<file path="config.mk">
export PLATFORM = sky130hd
export DESIGN_NAME = hdrm_ctrl
export DESIGN_NICKNAME = d
export VERILOG_FILES = /design/src/rtl/core/hdrm_pkg.sv /design/src/rtl/core/hdrm_ctrl.sv
export SDC_FILE = /design/constraint.sdc
export NUM_CORES = 1
export LEC_CHECK = 0
export BUFFER_PORTS_ARGS = -buffer_cell sky130_fd_sc_hd__buf_2
export CORE_MARGIN = 10
export CORE_UTILIZATION = 40
export DETAILED_ROUTE_END_ITERATION = 8
export PLACE_DENSITY = 0.65
export SKIP_LAST_GASP = 1
export SLEW_MARGIN = 10
export SYNTH_ARGS = -nofsm -noshare
export SYNTH_HDL_FRONTEND = slang
export SYNTH_SLANG_ARGS = --single-unit
</file>
<file path="constraint.sdc">
create_clock -name clk -period 3.2 [get_ports clk]
set_input_delay 0.32 -clock clk [delete_from_list [all_inputs] [get_ports clk]]
set_output_delay 0.32 -clock clk [all_outputs]
set_load 0.01 [all_outputs]
</file>
<file path="src/rtl/core/hdrm_pkg.sv">
// Package for the Hamming descriptor ratio matcher.
// Holds table sizing, field widths, register indexes, reset values and the
// controller to datapath command and status types. Depends on nothing.
package hdrm_pkg;

  localparam int MAX_ENTRIES     = 256;
  localparam int WORDS_PER_DESC  = 4;
  localparam int WORD_W          = 64;
  localparam int DESC_W          = WORDS_PER_DESC * WORD_W;
  localparam int IDX_W           = $clog2(MAX_ENTRIES);
  localparam int CNT_W           = $clog2(MAX_ENTRIES + 1);

  localparam int ENTRY_W         = 8;
  localparam int DIST_W          = 9;
  localparam int RATIO_W         = 8;
  localparam int PROD_W          = DIST_W + RATIO_W;
  localparam int CMP_W           = (CNT_W > DIST_W) ? CNT_W : DIST_W;

  localparam int CHUNK_W         = 8;
  localparam int CHUNKS_PER_WORD = WORD_W / CHUNK_W;
  localparam int NUM_CHUNKS      = DESC_W / CHUNK_W;
  localparam int CHUNK_CNT_W     = 4;
  localparam int WORD_CNT_W      = 7;

  localparam int CFG_IDX_W       = 8;
  localparam int CFG_DATA_W      = 16;

  localparam logic [CFG_IDX_W-1:0] CFG_ENTRIES_IN_USE = 8'd0;
  localparam logic [CFG_IDX_W-1:0] CFG_MAX_DISTANCE   = 8'd1;
  localparam logic [CFG_IDX_W-1:0] CFG_RATIO_NUM      = 8'd2;
  localparam logic [CFG_IDX_W-1:0] CFG_RATIO_DEN      = 8'd3;

  localparam logic [DIST_W-1:0]  RST_ENTRIES_IN_USE = 9'd0;
  localparam logic [DIST_W-1:0]  RST_MAX_DISTANCE   = 9'd60;
  localparam logic [RATIO_W-1:0] RST_RATIO_NUM      = 8'd17;
  localparam logic [RATIO_W-1:0] RST_RATIO_DEN      = 8'd20;

  localparam logic [DIST_W-1:0]  DIST_NONE = 9'd257;

  localparam logic REQ_LOAD  = 1'b0;
  localparam logic REQ_QUERY = 1'b1;

  typedef enum logic [1:0] {
    ST_IDLE,
    ST_SCAN,
    ST_DRAIN,
    ST_DONE
  } state_t;

  typedef struct packed {
    logic             wr_en;
    logic             start;
    logic             rd_en;
    logic [IDX_W-1:0] rd_addr;
    logic             load_out;
  } dp_cmd_t;

  typedef struct packed {
    logic pipe_busy;
  } dp_status_t;

endpackage

</file>
<file path="src/rtl/core/hdrm_ctrl.sv">
// Matcher controller: request handshake, scan sequencing and result valid.
// Depends on hdrm_pkg; drives hdrm_datapath through dp_cmd_t.
module hdrm_ctrl import hdrm_pkg::*; (
  input  logic             clk,
  input  logic             rst_n,
  input  logic             in_valid,
  output logic             in_ready,
  input  logic             in_req_type,
  input  logic             in_load_ok,
  input  logic [CNT_W-1:0] scan_count,
  output logic             out_valid,
  input  logic             out_ready,
  output dp_cmd_t          cmd,
  input  dp_status_t       status
);

  state_t           state_r, state_nxt;
  logic [IDX_W-1:0] cnt_r, cnt_nxt;
  logic [CNT_W-1:0] count_r, count_nxt;
  logic             out_valid_r, out_valid_nxt;
  logic             accept;

  always_ff @(posedge clk) begin
    if (!rst_n) begin
      state_r     <= ST_IDLE;
      out_valid_r <= 1'b0;
      cnt_r       <= '0;
      count_r     <= '0;
    end else begin
      state_r     <= state_nxt;
      out_valid_r <= out_valid_nxt;
      cnt_r       <= cnt_nxt;
      count_r     <= count_nxt;
    end
  end

  assign accept = in_valid && in_ready;

  always_comb begin
    state_nxt    = state_r;
    cnt_nxt      = cnt_r;
    count_nxt    = count_r;
    in_ready     = 1'b0;
    cmd          = '0;
    cmd.rd_addr  = cnt_r;
    case (state_r)
      ST_IDLE: begin
        in_ready = 1'b1;
        if (accept) begin
          if (in_req_type == REQ_QUERY) begin
            cmd.start = 1'b1;
            count_nxt = scan_count;
            cnt_nxt   = '0;
            state_nxt = (scan_count == '0) ? ST_DONE : ST_SCAN;
          end else begin
            cmd.wr_en = in_load_ok;
          end
        end
      end
      ST_SCAN: begin
        cmd.rd_en = 1'b1;
        if (CNT_W'(cnt_r) == count_r - CNT_W'(1)) begin
          state_nxt = ST_DRAIN;
        end else begin
          cnt_nxt = cnt_r + IDX_W'(1);
        end
      end
      ST_DRAIN: begin
        if (!status.pipe_busy) begin
          state_nxt = ST_DONE;
        end
      end
      ST_DONE: begin
        if (!out_valid_r || out_ready) begin
          cmd.load_out = 1'b1;
          state_nxt    = ST_IDLE;
        end
      end
      default: begin
        state_nxt = ST_IDLE;
      end
    endcase
  end

  always_comb begin
    if (cmd.load_out) begin
      out_valid_nxt = 1'b1;
    end else if (out_ready) begin
      out_valid_nxt = 1'b0;
    end else begin
      out_valid_nxt = out_valid_r;
    end
  end

  assign out_valid = out_valid_r;

  a_load_only_when_free: assert property (@(posedge clk) disable iff (!rst_n)
    cmd.load_out |-> (!out_valid_r || out_ready))
    else $error("result register loaded over an untaken beat");

  a_valid_after_load: assert property (@(posedge clk) disable iff (!rst_n)
    cmd.load_out |=> out_valid_r)
    else $error("result valid missing after load");

  a_scan_in_range: assert property (@(posedge clk) disable iff (!rst_n)
    (state_r == ST_SCAN) |-> (CNT_W'(cnt_r) < count_r))
    else $error("scan address beyond entries in use");

  a_done_pipe_empty: assert property (@(posedge clk) disable iff (!rst_n)
    (state_r == ST_DONE) |-> !status.pipe_busy)
    else $error("result taken while distances still in flight");

endmodule
</file>
======== Word-level counts from Yosys, hierarchy flattened ========
Index checks and enable logic that the tools add are counted.
operators by class
  add/sub/neg operators ................... 2
  equal/unequal tests ..................... 10
  multiplexer cells ....................... 21
  reductions and logical operators ........ 10
operators by type and width
  operator                                                             count
  8-bit 2-to-1 mux                                                     3
  2-bit 2-to-1 mux                                                     8
  8-bit case mux with 2 select lines                                   1
  2-bit inequality test (second input constant)                        6
  8-bit by 9-bit == test with 1-bit output                             1
  9-bit logical NOT                                                    1
  9-bit by 1-bit subtractor with 9-bit output (second input constant)  1
  8-bit by 1-bit adder with 8-bit output (second input constant)       1
  1-bit 2-to-1 mux                                                     8
  2-bit case mux with 4 select lines                                   1
  5-bit AND reduction                                                  1
  2-bit == test (second input constant)                                2
  4-bit AND reduction                                                  1
  2-bit nonzero test                                                   2
  3-bit AND reduction                                                  1
  2-bit by 1-bit == test with 1-bit output (second input constant)     1
  2-bit logical NOT                                                    1
  1-bit logical AND                                                    1
  1-bit logical NOT                                                    1
  1-bit logical OR                                                     1
word-level totals
  register bits ........................... 20
  input port bits ......................... 16
  output and inout bits ................... 14
  word-level logic and storage cells ...... 47

======== Depth between registers and ports, before layout ========
Gate-level depths: netlist of the first run.
  word-level depth ........................ 5
  depth in mapped cells ................... 10
  depth with buffers taken out ............ 9

======== Worst setup path before layout of the first run ========
Ideal clock, no wire load.
  path type ............................... register to register
  start ................................... register count_r[0]
  end ..................................... register cnt_r[5]
  library setup time ...................... 0.073 ns
  data arrival time ....................... 2.184 ns
  required time ........................... 3.127 ns
  slack ................................... 0.944 ns
  stages on the path, launching flop included .. 11
  buffers on the path ..................... 1
  clock period less this slack ............ 2.256 ns
  path through ............................ dfxtp_1 > inv_1 > ha_1 > or4b_4 > o21ai_2 > nand4b_1 > or4_4 > o21ai_4 > buf_6 > o31ai_1 > a21oi_1
on the way
  cells in the longest elaborated chain, start to end .. 4
ends and longest elaborated chain
  element                                      line             RTL
  start: declaration                           hdrm_ctrl.sv:19  logic [CNT_W-1:0] count_r, count_nxt;
  start signal: assignment                     hdrm_ctrl.sv:33  count_r <= count_nxt;
  9-bit by 1-bit subtractor with 9-bit output  hdrm_ctrl.sv:62  if (CNT_W'(cnt_r) == count_r - CNT_W'(1)) begin
  8-bit by 9-bit == test with 1-bit output     hdrm_ctrl.sv:62
  2-bit inequality test (no source line)       -
  4-bit AND reduction (no source line)         -
  end signal: assignment                       hdrm_ctrl.sv:32  cnt_r <= cnt_nxt;
  end: declaration                             hdrm_ctrl.sv:18  logic [IDX_W-1:0] cnt_r, cnt_nxt;
Every way passes these cells.
A chain may end at the register's enable or synchronous reset.

======== Worst setup path in the final report of the first run ========
  start ................................... register count_r[0]
  end ..................................... register cnt_r[7]
Same word-level chain as after synthesis.

==> reports/qor.yml, run 1 <==
wl_met3_um: 145
endpoint_kind: "register"
whs_endpoint: "count_r[1]"
peakVddDrop_v: 0.000237
cts-resized-gates: 0
grt-ovfl-total: 0
path_class: "register to register"
timing.rr.start: "count_r[0]"
synth-seq-cells: 20
drtAntennaViolNets: 0
start_util_pct: 42.1
dr_wl_met2_um: 1620
portBuffers: 29
p_per_area_nw_per_um2: 461
die_h_um: 76.9
arrival_ns: 2.68
die_w_um: 76.9
synth_top_family_by_area: "simple AND/OR/NAND/NOR gates"
cts_buffers: 3
ys_warn_count: 0
cts_setup_buffers: 0
drive_above_1_share_pct: 21.0
fin_skew_ns: 0.00411
cts.path.max_buffers: 2
ys.flop_type: "dfxtp_1"
synth.area.mux_share_pct: 2.42
maxSlewViolCount: 0
yosys.area.top_type: "dfxtp_1"
hold_viol: 0
first_iter_violations: 75
synthSimpleGateAreaFrac_pct: 28.7
fin_setup_tns_ns: 0
syn_area_um2: 1290
synth.area.top_cells: "dfxtp_1 (31%), nand2_1 (8.1%), a21boi_0 (5.8%)"
dr.pass1.iters: 4
hold_path_depth: 3
clock.fmax_ghz: 0.400
grt_max_degree: 21
layout_min_cycle_time_ns: 2.50
clock-sinks: 20
timing.rr.end: "cnt_r[7]"
fin_crit_sh_pct: 78.2
dieArea_um2: 5910
cts_tree: "done"
dp_cells: 226
grt_pass1_wl_um: 5460
clk_pin_slew_ns: 0.11
cts-root-buf: "clkbuf_4"
hold_start: "scan_count[1]"
reg2reg_slack_ns: 0.70
final_cells: 230
synth_edf_count: 0
maxUsedRoutingLayer: "met4"
cap_violations: 0
antennaDiodeCount: 0
synthDistinctLibCells: 40
fillers: 329
final_nets: 209
synth_cells: 161
multi_input_area_um2: 816
vias: 1230
antenna_found_initial: 0
viasPerCell: 5.35
yosys.area_share.adder_pct: 5.80
rsz0062_at_grt: "no"
io_pins: 30
min_path_type: "input port to register"
synth_compound_area_share_pct: 20.0
outcome: "complete, no violations"
avgSynthCellArea_um2: 8.04
synth-seq-area-share_pct: 30.9
cp.required_ns: 3.38
tightest_slew_ns: 0.642
routedWlPerCell_um: 14.2
drc: 0
routabilityCongestion: 0.833
postCtsHoldBufs: 0
grt_usage_pct: 11.1
synthXorXnorAreaFrac_pct: 6.09
worstRegToRegCells: 9
synth_top_area_share_pct: 30.9
relSlewSlack_pct: 56.8
grt_pass1_vias: 1166
area_growth_pct: 14.5
core_area_um2: 3080
wl_um: 3260
startpoint_type: "register"
insertion_delay_ns: 0.31
row_count: 20
postSynth.asyncResetShare_pct: 0
critPathMaxFanout: 16
syn_nets: 183
register_area_um2: 400
leakage_nw: 0.585
finalSetupViolCount: 0
drt-met1-wl_um: 1440
dp_hpwl_um: 2600
cts_max_level: 1
## per-layer routing
metal | global-route usage [%] | vias up
met1 | 13.4 | 577
met4 | 4.46 | 0
li1 | - | 626
met2 | 18.2 | 22
met3 | 2.80 | 5
met5 | 0 | -
## worst max path at each step
| stage | startpoint | endpoint | slack, ns | cells past startpoint |
|---|---|---|---|---|
| after CTS | count_r[0] | cnt_r[7] | 0.69 | 9 |
| after floorplan | count_r[0] | cnt_r[5] | 0.94 | 10 |
| after detailed placement | count_r[0] | cnt_r[7] | 0.71 | 9 |
| final | count_r[0] | cnt_r[7] | 0.70 | 9 |
| after global placement | count_r[0] | cnt_r[5] | 0.78 | 9 |
| after global routing | count_r[0] | cnt_r[7] | 0.55 | 9 |
## sequential cells by signal, summed over array words and instances, names as in the netlist
name / flops
out_valid: 1
state_r: 2
cnt_r: 8
count_r: 9
## power by group
part,total (mW),switching (mW),internal (mW)
sequential,0.294,0.0269,0.267
clock,0.148,0.0786,0.0696
combinational,0.242,0.142,0.100
total,0.684,0.247,0.436
## critical path: stages (launching register included)
cell	delay [ns]
dfxtp_1	0.37
inv_1	0.07
ha_1	0.18
or4b_4	0.48
o21ai_2	0.12
nand4b_1	0.12
or4_4	0.46
o21ai_4	0.35
or4_1	0.18
a21oi_1	0.05
## layout make-up
| class | instances | area share (%) |
|---|---|---|
| Clock buffer | 4 | 2.45 |
| Multi-Input combinational cell | 125 | 55.0 |
| Sequential cell | 20 | 27.0 |
| Tap cell | 44 | 3.71 |
| Inverter | 8 | 2.03 |
| Timing Repair Buffer | 29 | 9.79 |
## cell families after synthesis
kind of cell    after synthesis
simple gates                 68
compound gates               39
flops                        20
buf+inv                      16
xor+xnor                      9
fa+ha+maj                     6
mux                           3
## Yosys cell counts, types with 5 or more instances
library cell  number
a21oi_1            6
inv_1              8
nand2_1           28
nand3_1            8
xnor2_1            8
dfxtp_1           20
ha_1               6
clkbuf_1           5
o21ai_0            8
a21boi_0          10
or3_1              5
## cells in the final DEF, fill, tap and decap left out, types with 2 or more instances in the layout
master	synthesis	routed
a21boi_0	10	10
a21oi_1	6	6
buf_2	0	29
clkbuf_4	0	3
dfxtp_1	20	20
ha_1	6	6
inv_1	8	8
mux2i_1	2	2
nand2_1	28	28
nand3_1	8	8
nand4b_1	4	4
nor2_1	4	4
nor2b_1	4	4
nor3_1	2	2
nor4_1	2	2
o21ai_0	8	8
o21ai_1	4	4
o31ai_1	3	3
or3_1	5	5
or4_1	3	3
xnor2_1	8	8
## per-stage QoR
step	power (mW)	hold slack [ns]	util [%]	area (µm²)	worst slack, ns
finish	0.684	0.259	48.2	1480	0.697
global route	0.733	0.249	48.2	1480	0.547
CTS	0.692	0.254	48.2	1480	0.686
detailed placement	0.541	0.496	47.0	1450	0.708
global placement	0.533	0.488	47.0	1450	0.782
floorplan	0.482	0.465	-	1290	0.944
No activity file was read; power rests on OpenSTA's default activity.
==> run 2: changes to the inputs <==
Settings changed: PLACE_DENSITY 0.65 to 0.68.
Clock period 3.2 ns to 2.3 ns, I/O delays scaled along.
==> run 2 against run 1 <==
- the flow now finishes with violations (setup timing)
- highest routed layer unchanged
- critical path depth unchanged
- final cell count rose by 7.0%
- clock power increased by 45%
- global-route usage rose by 1.2 points
- setup slack got worse by 0.79 ns
- clock skew decreased by 0.0031 ns
- via count grew 7.6%
==> reports/qor.yml, run 2 (synthesis results as in run 1) <==
outcome: "complete, but fails checks"
startpoint_type: "register"
cts_tree: "done"
dieArea_um2: 5910
layout_commonest_cell: "buf_2"
p_per_area_nw_per_um2: 659
relSlewSlack_pct: 40.9
area_growth_pct: 32.5
wl_um: 3760
portBuffers: 29
largest_register_ffs: 9
hold_viol: 0
min_path_type: "input port to register"
rsz0062_at_grt: "yes"
core_area_um2: 3080
drtAntennaViolNets: 0
routedWlPerCell_um: 15.3
row_count: 20
cts_max_level: 1
dr.pass1.iters: 4
viasPerCell: 5.38
die_h_um: 76.9
critPathMaxFanout: 7
cp.required_ns: 2.54
tightest_slew_ns: 0.877
drive_above_1_share_pct: 35.1
violations: "setup timing"
dp_hpwl_um: 2800
cap_violations: 0
mostFrequentLayoutCells: "buf_2 (29), nand2_1 (28), dfxtp_1 (18), buf_4 (11), a21boi_0 (10)"
grt_usage_pct: 12.3
start_util_pct: 42.1
grt_pass1_vias: 1327
cts_buffers: 3
vias: 1324
grt-ovfl-total: 0
clk_pin_slew_ns: 0.12
clock.fmax_ghz: 0.418
cts.path.max_buffers: 2
cts-root-buf: "clkbuf_4"
top_regs: "count_r x9, cnt_r x8, state_r x2"
antenna_found_initial: 0
first_iter_violations: 70
worstPathCellList: "buf_6, or3_4, o311ai_2, nand3_1, o21ai_2, o21ai_4, buf_12, or4_1, a21oi_1"
peakVddDrop_v: 0.000394
drc: 0
leakage_nw: 0.693
finalSetupViolCount: 8
layout_min_cycle_time_ns: 2.39
regMostFlops: "count_r"
routabilityCongestion: 0.870
postCtsHoldBufs: 0
path_class: "register to register"
clock-sinks: 20
arrival_ns: 2.64
fin_skew_ns: 0.000997
io_pins: 30
die_w_um: 76.9
insertion_delay_ns: 0.31
final_util_pct: 55.7
max_stage_delay_ns: 0.49
antennaDiodeCount: 0
slowest_stage: "or4_1"
final_nets: 225
grt_pass1_wl_um: 6170
place_ws_ns: -0.107
grt_max_degree: 21
fin_crit_sh_pct: 104
setup_slack_ns: -0.0946
endpoint_kind: "register"
maxSlewViolCount: 0
## run 2: metal layers
| metal | GRT usage (%) | vias up | share of wire (%) |
|---|---|---|---|
| met5 | 0 | - | 0 |
| met4 | 4.28 | 0 | 1.9 |
| met3 | 2.68 | 10 | 4.9 |
| met2 | 22.5 | 38 | 51 |
| met1 | 13.4 | 615 | 42 |
| li1 | - | 661 | - |
## run 2: worst paths after layout
| check | depth (start not counted) | end | slack (ns) | from |
|---|---|---|---|---|
| setup / recovery | 9 | cnt_r[7] | -0.09 | count_r[1] |
| hold / removal | 3 | count_r[1] | 0.17 | scan_count[1] |
| setup reg to reg | 9 | cnt_r[7] | -0.09 | count_r[1] |
| hold reg to reg | 2 | state_r[0] | 0.52 | state_r[0] |
## run 2: final cells by class
class / instances / area, µm²
inverters: 8 / 30.0
repair buffers: 45 / 302
flip-flops and latches: 20 / 403
multi-input cells: 125 / 890
clock buffers: 4 / 36.3
well taps: 44 / 55.1
fillers: 280 / 1360
## run 2: critical path, delay by kind of cell (launching register included)
kind	cells	cell delay [ns]
simple gates	3	1.04
flops	1	0.35
compound gates	4	0.66
buf+inv	2	0.27
## run 2: per-stage QoR
step                setup TNS (ns)  instance area [µm²]  power (mW)  hold slack [ns]  std cells
CTS                         -0.585                 1710        1.15            0.166        247
global placement            -0.102                 1540       0.797            0.482        238
detailed placement          -0.596                 1540       0.814            0.502        238
floorplan                        0                 1290       0.671            0.375        161
global route                 -1.39                 1720        1.20            0.169        246
finish                      -0.550                 1720        1.13            0.168        246
## run 2: repair_timing
item	4_1_cts	5_1_grt
resized for setup	19	7
endpoints found under the setup margin	10	10
buffers inserted	4	0
cloned	1	0
pin swaps	6	7
## run 2: power breakdown
| group | switching, mW | internal, mW | total, mW |
|---|---|---|---|
| clock network | 0.118 | 0.0968 | 0.215 |
| registers | 0.0298 | 0.372 | 0.402 |
| logic | 0.260 | 0.255 | 0.515 |
